### config.mk
export PLATFORM = sky130hd
export DESIGN_NAME = csv_record_boundary_lexer
export DESIGN_NICKNAME = d
export VERILOG_FILES = /design/src/csvl_pkg.sv /design/src/csv_record_boundary_lexer.sv
export SDC_FILE = /design/constraint.sdc
export NUM_CORES = 1
export LEC_CHECK = 0
export BUFFER_PORTS_ARGS = -buffer_cell sky130_fd_sc_hd__buf_2
export CORE_MARGIN = 5
export CORE_UTILIZATION = 30
export CTS_CLUSTER_SIZE = 24
export DETAILED_ROUTE_END_ITERATION = 8
export PLACE_DENSITY = 0.46
export SYNTH_ARGS = -nofsm -noshare
export SYNTH_HDL_FRONTEND = slang
export SYNTH_SLANG_ARGS = --single-unit
### constraint.sdc
create_clock -name i_clk -period 6.7 [get_ports i_clk]
set_input_delay 0.335 -clock i_clk [delete_from_list [all_inputs] [get_ports i_clk]]
set_output_delay 0.335 -clock i_clk [all_outputs]
set_load 0.02 [all_outputs]
### src/csvl_pkg.sv
// Shared constants for the CSV record boundary lexer.
`default_nettype none
package csvl_pkg;

    localparam int COUNT_WIDTH = 32;
    localparam int SHOWN_WIDTH = 32;
    localparam int CNT_EXT_WIDTH = (COUNT_WIDTH > SHOWN_WIDTH) ? COUNT_WIDTH : SHOWN_WIDTH;

    localparam int STATE_WIDTH = 3;
    localparam int CFG_INDEX_WIDTH = 3;
    localparam int CFG_DATA_WIDTH = 8;
    localparam int IN_DATA_WIDTH = 8;
    localparam int OUT_DATA_WIDTH = 40;

    localparam logic [STATE_WIDTH-1:0] LX_START    = 3'd0;
    localparam logic [STATE_WIDTH-1:0] LX_FIELD    = 3'd1;
    localparam logic [STATE_WIDTH-1:0] LX_ESC      = 3'd2;
    localparam logic [STATE_WIDTH-1:0] LX_QUOTED   = 3'd3;
    localparam logic [STATE_WIDTH-1:0] LX_QQUOTE   = 3'd4;
    localparam logic [STATE_WIDTH-1:0] LX_QESC     = 3'd5;
    localparam logic [STATE_WIDTH-1:0] LX_AFTER_CR = 3'd6;

    localparam logic [7:0] CH_CR = 8'd13;
    localparam logic [7:0] CH_LF = 8'd10;

    localparam logic [CFG_INDEX_WIDTH-1:0] REG_QUOTE_BYTE     = 3'd0;
    localparam logic [CFG_INDEX_WIDTH-1:0] REG_ESCAPE_BYTE    = 3'd1;
    localparam logic [CFG_INDEX_WIDTH-1:0] REG_SEPARATOR_BYTE = 3'd2;
    localparam logic [CFG_INDEX_WIDTH-1:0] REG_DOUBLED_QUOTE  = 3'd3;
    localparam logic [CFG_INDEX_WIDTH-1:0] REG_QUOTING        = 3'd4;
    localparam logic [CFG_INDEX_WIDTH-1:0] REG_ESCAPING       = 3'd5;

    localparam logic [7:0] RST_QUOTE_BYTE     = 8'd34;
    localparam logic [7:0] RST_ESCAPE_BYTE    = 8'd92;
    localparam logic [7:0] RST_SEPARATOR_BYTE = 8'd44;

endpackage
`default_nettype wire

### src/csv_record_boundary_lexer.sv
// Top level of the CSV record boundary lexer: byte lexer, record counter and output register.
`default_nettype none
// The block takes one byte of CSV text per beat and returns one result beat per input
// beat, and it accepts a new byte in every cycle while the output register is empty or
// being drained. Each result is registered and appears in the cycle after its byte is taken;
// the seven-state lexer and the record counter update in that same cycle. The user sets the
// quote, escape and separator bytes and the three enables via the write port only while the
// stream is idle (not enforced). A held CR is resolved by the next byte, or at once on tlast.
module csv_record_boundary_lexer (
    input  wire logic                                  i_clk,
    input  wire logic                                  i_rst_n,
    input  wire logic                                  i_cfg_we,
    input  wire logic [csvl_pkg::CFG_INDEX_WIDTH-1:0]  i_cfg_index,
    input  wire logic [csvl_pkg::CFG_DATA_WIDTH-1:0]   i_cfg_data,
    input  wire logic                                  s_axis_tvalid,
    output logic                                       s_axis_tready,
    // tdata: [7:0] data_byte
    input  wire logic [csvl_pkg::IN_DATA_WIDTH-1:0]    s_axis_tdata,
    // tuser: [0] restart
    input  wire logic                                  s_axis_tuser,
    // tlast: chunk_end
    input  wire logic                                  s_axis_tlast,
    output logic                                       m_axis_tvalid,
    input  wire logic                                  m_axis_tready,
    // tdata: [0] boundary_before, [3:1] lexer_state_after, [35:4] records_done, [39:36] zero
    output logic [csvl_pkg::OUT_DATA_WIDTH-1:0]        m_axis_tdata,
    // tlast: boundary_after
    output logic                                       m_axis_tlast
);
    import csvl_pkg::*;

    logic [7:0]             r_quote_byte;
    logic [7:0]             r_escape_byte;
    logic [7:0]             r_separator_byte;
    logic                   r_doubled_quote;
    logic                   r_quoting;
    logic                   r_escaping;

    logic [STATE_WIDTH-1:0] r_state;
    logic [COUNT_WIDTH-1:0] r_cnt;
    logic [STATE_WIDTH-1:0] n_state;
    logic [COUNT_WIDTH-1:0] n_cnt;

    logic                   r_out_valid;
    logic                   r_out_before;
    logic                   r_out_after;
    logic [STATE_WIDTH-1:0] r_out_state;
    logic [SHOWN_WIDTH-1:0] r_out_count;
    logic [SHOWN_WIDTH-1:0] n_shown;

    logic [7:0]             b;
    logic                   accept;
    logic [STATE_WIDTH-1:0] st_in;
    logic [STATE_WIDTH-1:0] st_lex;
    logic [COUNT_WIDTH-1:0] cnt_base;
    logic [1:0]             inc;
    logic                   brk_before;
    logic                   after;
    logic                   cr_done;
    logic [STATE_WIDTH-1:0] u_state;
    logic                   u_rec;
    logic [COUNT_WIDTH:0]   cnt_sum;
    logic [CNT_EXT_WIDTH-1:0] cnt_ext;

    assign b = s_axis_tdata;
    assign s_axis_tready = !r_out_valid || m_axis_tready;
    assign accept = s_axis_tvalid && s_axis_tready;

    // Unquoted lexing of the current byte, independent of the present state.
    always_comb begin
        u_state = LX_FIELD;
        u_rec = 1'b0;
        if (r_escaping && b == r_escape_byte) begin
            u_state = LX_ESC;
        end else if (b == CH_CR) begin
            if (s_axis_tlast) begin
                u_state = LX_START;
                u_rec = 1'b1;
            end else begin
                u_state = LX_AFTER_CR;
            end
        end else if (b == CH_LF) begin
            u_state = LX_START;
            u_rec = 1'b1;
        end else if (r_quoting && b == r_separator_byte) begin
            u_state = LX_START;
        end
    end

    always_comb begin
        st_in = s_axis_tuser ? LX_START : r_state;
        cnt_base = s_axis_tuser ? '0 : r_cnt;
        st_lex = st_in;
        brk_before = 1'b0;
        after = 1'b0;
        cr_done = 1'b0;
        inc = 2'd0;
        n_state = st_in;
        if (st_in == LX_AFTER_CR) begin
            if (b == CH_LF) begin
                n_state = LX_START;
                inc = 2'd1;
                after = 1'b1;
                cr_done = 1'b1;
            end else begin
                brk_before = 1'b1;
                inc = 2'd1;
                st_lex = LX_START;
            end
        end
        if (!cr_done) begin
            case (st_lex)
                LX_FIELD: begin
                    n_state = u_state;
                    after = u_rec;
                end
                LX_ESC: begin
                    n_state = LX_FIELD;
                end
                LX_QUOTED: begin
                    if (r_escaping && b == r_escape_byte) begin
                        n_state = LX_QESC;
                    end else if (b == r_quote_byte) begin
                        n_state = LX_QQUOTE;
                    end else begin
                        n_state = LX_QUOTED;
                    end
                end
                LX_QQUOTE: begin
                    if (r_doubled_quote && b == r_quote_byte) begin
                        n_state = LX_QUOTED;
                    end else begin
                        n_state = u_state;
                        after = u_rec;
                    end
                end
                LX_QESC: begin
                    n_state = LX_QUOTED;
                end
                default: begin
                    if (r_quoting && b == r_quote_byte) begin
                        n_state = LX_QUOTED;
                    end else begin
                        n_state = u_state;
                        after = u_rec;
                    end
                end
            endcase
            inc = inc + {1'b0, after};
        end
        cnt_sum = {1'b0, cnt_base} + (COUNT_WIDTH + 1)'(inc);
        if (cnt_sum[COUNT_WIDTH]) begin
            n_cnt = '1;
        end else begin
            n_cnt = cnt_sum[COUNT_WIDTH-1:0];
        end
        cnt_ext = CNT_EXT_WIDTH'(n_cnt);
        if (cnt_ext > CNT_EXT_WIDTH'({SHOWN_WIDTH{1'b1}})) begin
            n_shown = '1;
        end else begin
            n_shown = cnt_ext[SHOWN_WIDTH-1:0];
        end
    end

    always_ff @(posedge i_clk) begin
        if (!i_rst_n) begin
            r_quote_byte <= RST_QUOTE_BYTE;
            r_escape_byte <= RST_ESCAPE_BYTE;
            r_separator_byte <= RST_SEPARATOR_BYTE;
            r_doubled_quote <= 1'b1;
            r_quoting <= 1'b1;
            r_escaping <= 1'b0;
        end else if (i_cfg_we) begin
            case (i_cfg_index)
                REG_QUOTE_BYTE:     r_quote_byte <= i_cfg_data;
                REG_ESCAPE_BYTE:    r_escape_byte <= i_cfg_data;
                REG_SEPARATOR_BYTE: r_separator_byte <= i_cfg_data;
                REG_DOUBLED_QUOTE:  r_doubled_quote <= i_cfg_data[0];
                REG_QUOTING:        r_quoting <= i_cfg_data[0];
                REG_ESCAPING:       r_escaping <= i_cfg_data[0];
                default: begin
                end
            endcase
        end
    end

    always_ff @(posedge i_clk) begin
        if (!i_rst_n) begin
            r_state <= LX_START;
            r_cnt <= '0;
            r_out_valid <= 1'b0;
        end else begin
            if (accept) begin
                r_state <= n_state;
                r_cnt <= n_cnt;
                r_out_valid <= 1'b1;
            end else if (m_axis_tready) begin
                r_out_valid <= 1'b0;
            end
        end
    end

    always_ff @(posedge i_clk) begin
        if (accept) begin
            r_out_before <= brk_before;
            r_out_after <= after;
            r_out_state <= n_state;
            r_out_count <= n_shown;
        end
    end

    assign m_axis_tvalid = r_out_valid;
    assign m_axis_tlast = r_out_after;
    assign m_axis_tdata = {{(OUT_DATA_WIDTH - SHOWN_WIDTH - STATE_WIDTH - 1){1'b0}},
                           r_out_count, r_out_state, r_out_before};

endmodule
`default_nettype wire

==> run metrics <==
die area 21,300 um^2; largest area contributor in the netlist dfxtp_1; Critical Path RT 6.98 ns; syn avg cell area 8.92 um^2; hold crit path type in -> reg; final setup violation count 0; Post-synth top flop dfxtp_1; ANT nets after route 0; Clock Latency Late Sink 0.36 ns; post-route design area 6260 um^2; pwr/cell area 210 nW/um^2; Max FO, Critical Path 21; top-area cell type share of the netlist area 22.7%; status finished, final reports clean; grt ovf 0; dpl hpwl 9930 um; Worst Setup Start Kind flop; # hold bufs at CTS 0; RSZ-0062 raised after global routing false; DRC Markers 0; clock root cell clkbuf_16; ranking of synthesized cells by area dfxtp_1, edfxtp_1, nand2_1, xnor2_1, o21ai_0; CTS HTree Levels 3; layout cells sized above 1 16.6%; Slew Viols, Final 0; placed cell count between 800 and 900; Slew headroom between 20% and 30%; first-iteration detailed-routing DRC count 357; Starting Density 30.7%; crit path cell chain xor2_1 > nor4_1 > nand2_1 > a222oi_1 > nor3_1 > ha_1 > nand2b_1 > ha_1 > inv_1 > fa_1 > nor3_2 > nand4_4 > nor2_2 > nor2_1 > a21oi_1; Slowest-stage cell, CP nor2_2; post-synthesis sequential element count 100; final worst path period share 77.0%; crit path time final 5.16 ns; Post-Syn Area 5550 um^2; antenna violations before repair 0; Max Buffers Root-to-Sink 2; total core area 18,100 um^2; via count 4,639; via/cell ratio 5.21; DIE HEIGHT 146 um; Crit Path Class reg -> reg; vias in the first global route 4,466; Worst-path clk slew about 0.080 ns; CTS resizes 0; number of synthesized flops with an enable pin 37; TritonCTS Buffers 9; WP data arrival 5.44 ns; Gate Count Post-Synth 622; postcts setup bufs 0; area growth from synthesis to layout 12.9%; routability cong. about 0.9; Clock Skews 0.0114 ns; largest net degree at the start of global routing 65; wire per inst approximately 16 um; io pins between 60 and 70; gr usage total 13.8%; Slew @ Worst Pin around 1.1 ns; Layout Nets 686; final WL approximately 15,000 um; CTS tree built; critical path endpoint category flop; async set-or-reset flop fraction in the synthesized netlist 0%; Max VDD drop ~0.12 mV; max incr delay on CP 0.85 ns; R2R setup slack 1.54 ns; Seq/Total Area, Yosys 42.8%; first-pass GRT wire length 24,100 um; Ys Warns 0; # diodes 0; Max Cap Violations 0; placed cell area 5970 um^2; Largest delay share family, worst path simple AND/OR/NAND/NOR gates; Lkg Pwr roughly 2.5 nW; Final TNS setup 0 ns; first-pass iteration count of the detailed router 5; Core Rows 49; Port-buffer cells 64; overall power 1.32 mW; DIE WIDTH 146 um; fmax 194 MHz; Buffers & Inverters on Critical Path 1; total clock sinks 100; critical path's most frequent cell ha_1; Synth cell types 66; final hold vios 0; final std cells w/o fill a little under 900
registers in the layout (all words and copies together) (netlist names), 3 cells and up:
name / count
r_quote_byte: 8
r_separator_byte: 8
r_escape_byte: 8
r_out_count: 32
r_state: 3
r_out_state: 3
r_cnt: 32
final timing paths:
path / end / from / cells after the start
setup / recovery: r_cnt[17] / r_quote_byte[6] / 15
hold / removal: r_escape_byte[6] / i_cfg_data[6] / 3
setup reg to reg: r_cnt[17] / r_quote_byte[6] / 15
hold reg to reg: r_cnt[13] / r_cnt[13] / 2
cells by family (layout without fill, tap and decap cells):
| group | Yosys count | count (layout) | synth area share (%) |
|---|---|---|---|
| and+or+nand+nor | 248 | 248 | 25.4 |
| DFF | 100 | 100 | 42.8 |
| other | 1 | 4 | 0.0676 |
| xor gates and xnor gates | 42 | 42 | 6.63 |
| AOI/OAI and AO/OA | 164 | 164 | 18.7 |
| muxes | 2 | 2 | 0.361 |
| adders and majority gates | 4 | 4 | 1.04 |
| buffers and inverters | 61 | 97 | 5.03 |
Yosys cell counts, types with 6 or more instances:
master / instances
nand2_1: 94
dfxtp_1: 63
o21ai_0: 45
edfxtp_1: 37
a21oi_1: 35
clkbuf_1: 30
xnor2_1: 27
nand3_1: 25
nor2_1: 21
a21boi_0: 20
xor2_1: 15
a21boi_1: 14
and3_1: 12
inv_1: 12
o21ai_1: 12
nor3_1: 11
buf_4: 9
nand4_1: 9
nand2b_1: 8
nor2b_1: 8
and2_1: 7
or3_1: 6
power by group:
group	internal (mW)	leakage, nW	switching [mW]
Clock	0.279	0.142	0.251
Combinational	0.0422	1.46	0.0852
Sequential	0.649	0.878	0.0123
metrics by stage:
stage                     hold WS, ns  setup slack, ns  util (%)
final                           0.218             1.54      34.6
after global routing            0.225             1.06      34.6
after CTS                       0.209             1.59      34.6
after detailed placement        0.466             1.45      33.0
after global placement          0.465             1.66      33.0
after floorplan                 0.452             2.55         -
layout make-up:
class                           instances  area, um^2
Clock buffer                           11         254
Clock inverter                          5        40.0
Fill cell                            1881       11800
Inverter                               12        45.0
Multi-Input combinational cell        464        2910
Sequential cell                       100        2370
Tap cell                              229         287
Timing Repair Buffer                   69         358
worst register-to-register path, stage by stage (launching register included):
cell      delay, ns
dfxtp_1        0.32
xor2_1         0.15
nor4_1         0.53
nand2_1        0.20
a222oi_1       0.57
nor3_1         0.10
ha_1           0.29
nand2b_1       0.09
ha_1           0.19
inv_1          0.07
fa_1           0.55
nor3_2         0.47
nand4_4        0.21
nor2_2         0.85
nor2_1         0.27
a21oi_1        0.21
metal layers:
layer  track usage, %  vias up  part of all wire, %
li1                 -     2281                    -
met1             18.8     2242                   49
met2             21.9      108                   45
met3             3.49        8                  4.7
met4             3.72        0                  1.0
met5                0        -                    0
placed cells by master (no fill, tap or decap), types with 20 or more instances in the layout:
master and count:
a21boi_0 20, a21oi_1 35, buf_2 64, dfxtp_1 63, edfxtp_1 37, nand2_1 94, nand3_1 25, nor2_1 21
o21ai_0 45, xnor2_1 27
(Power assumes the default switching activity.)
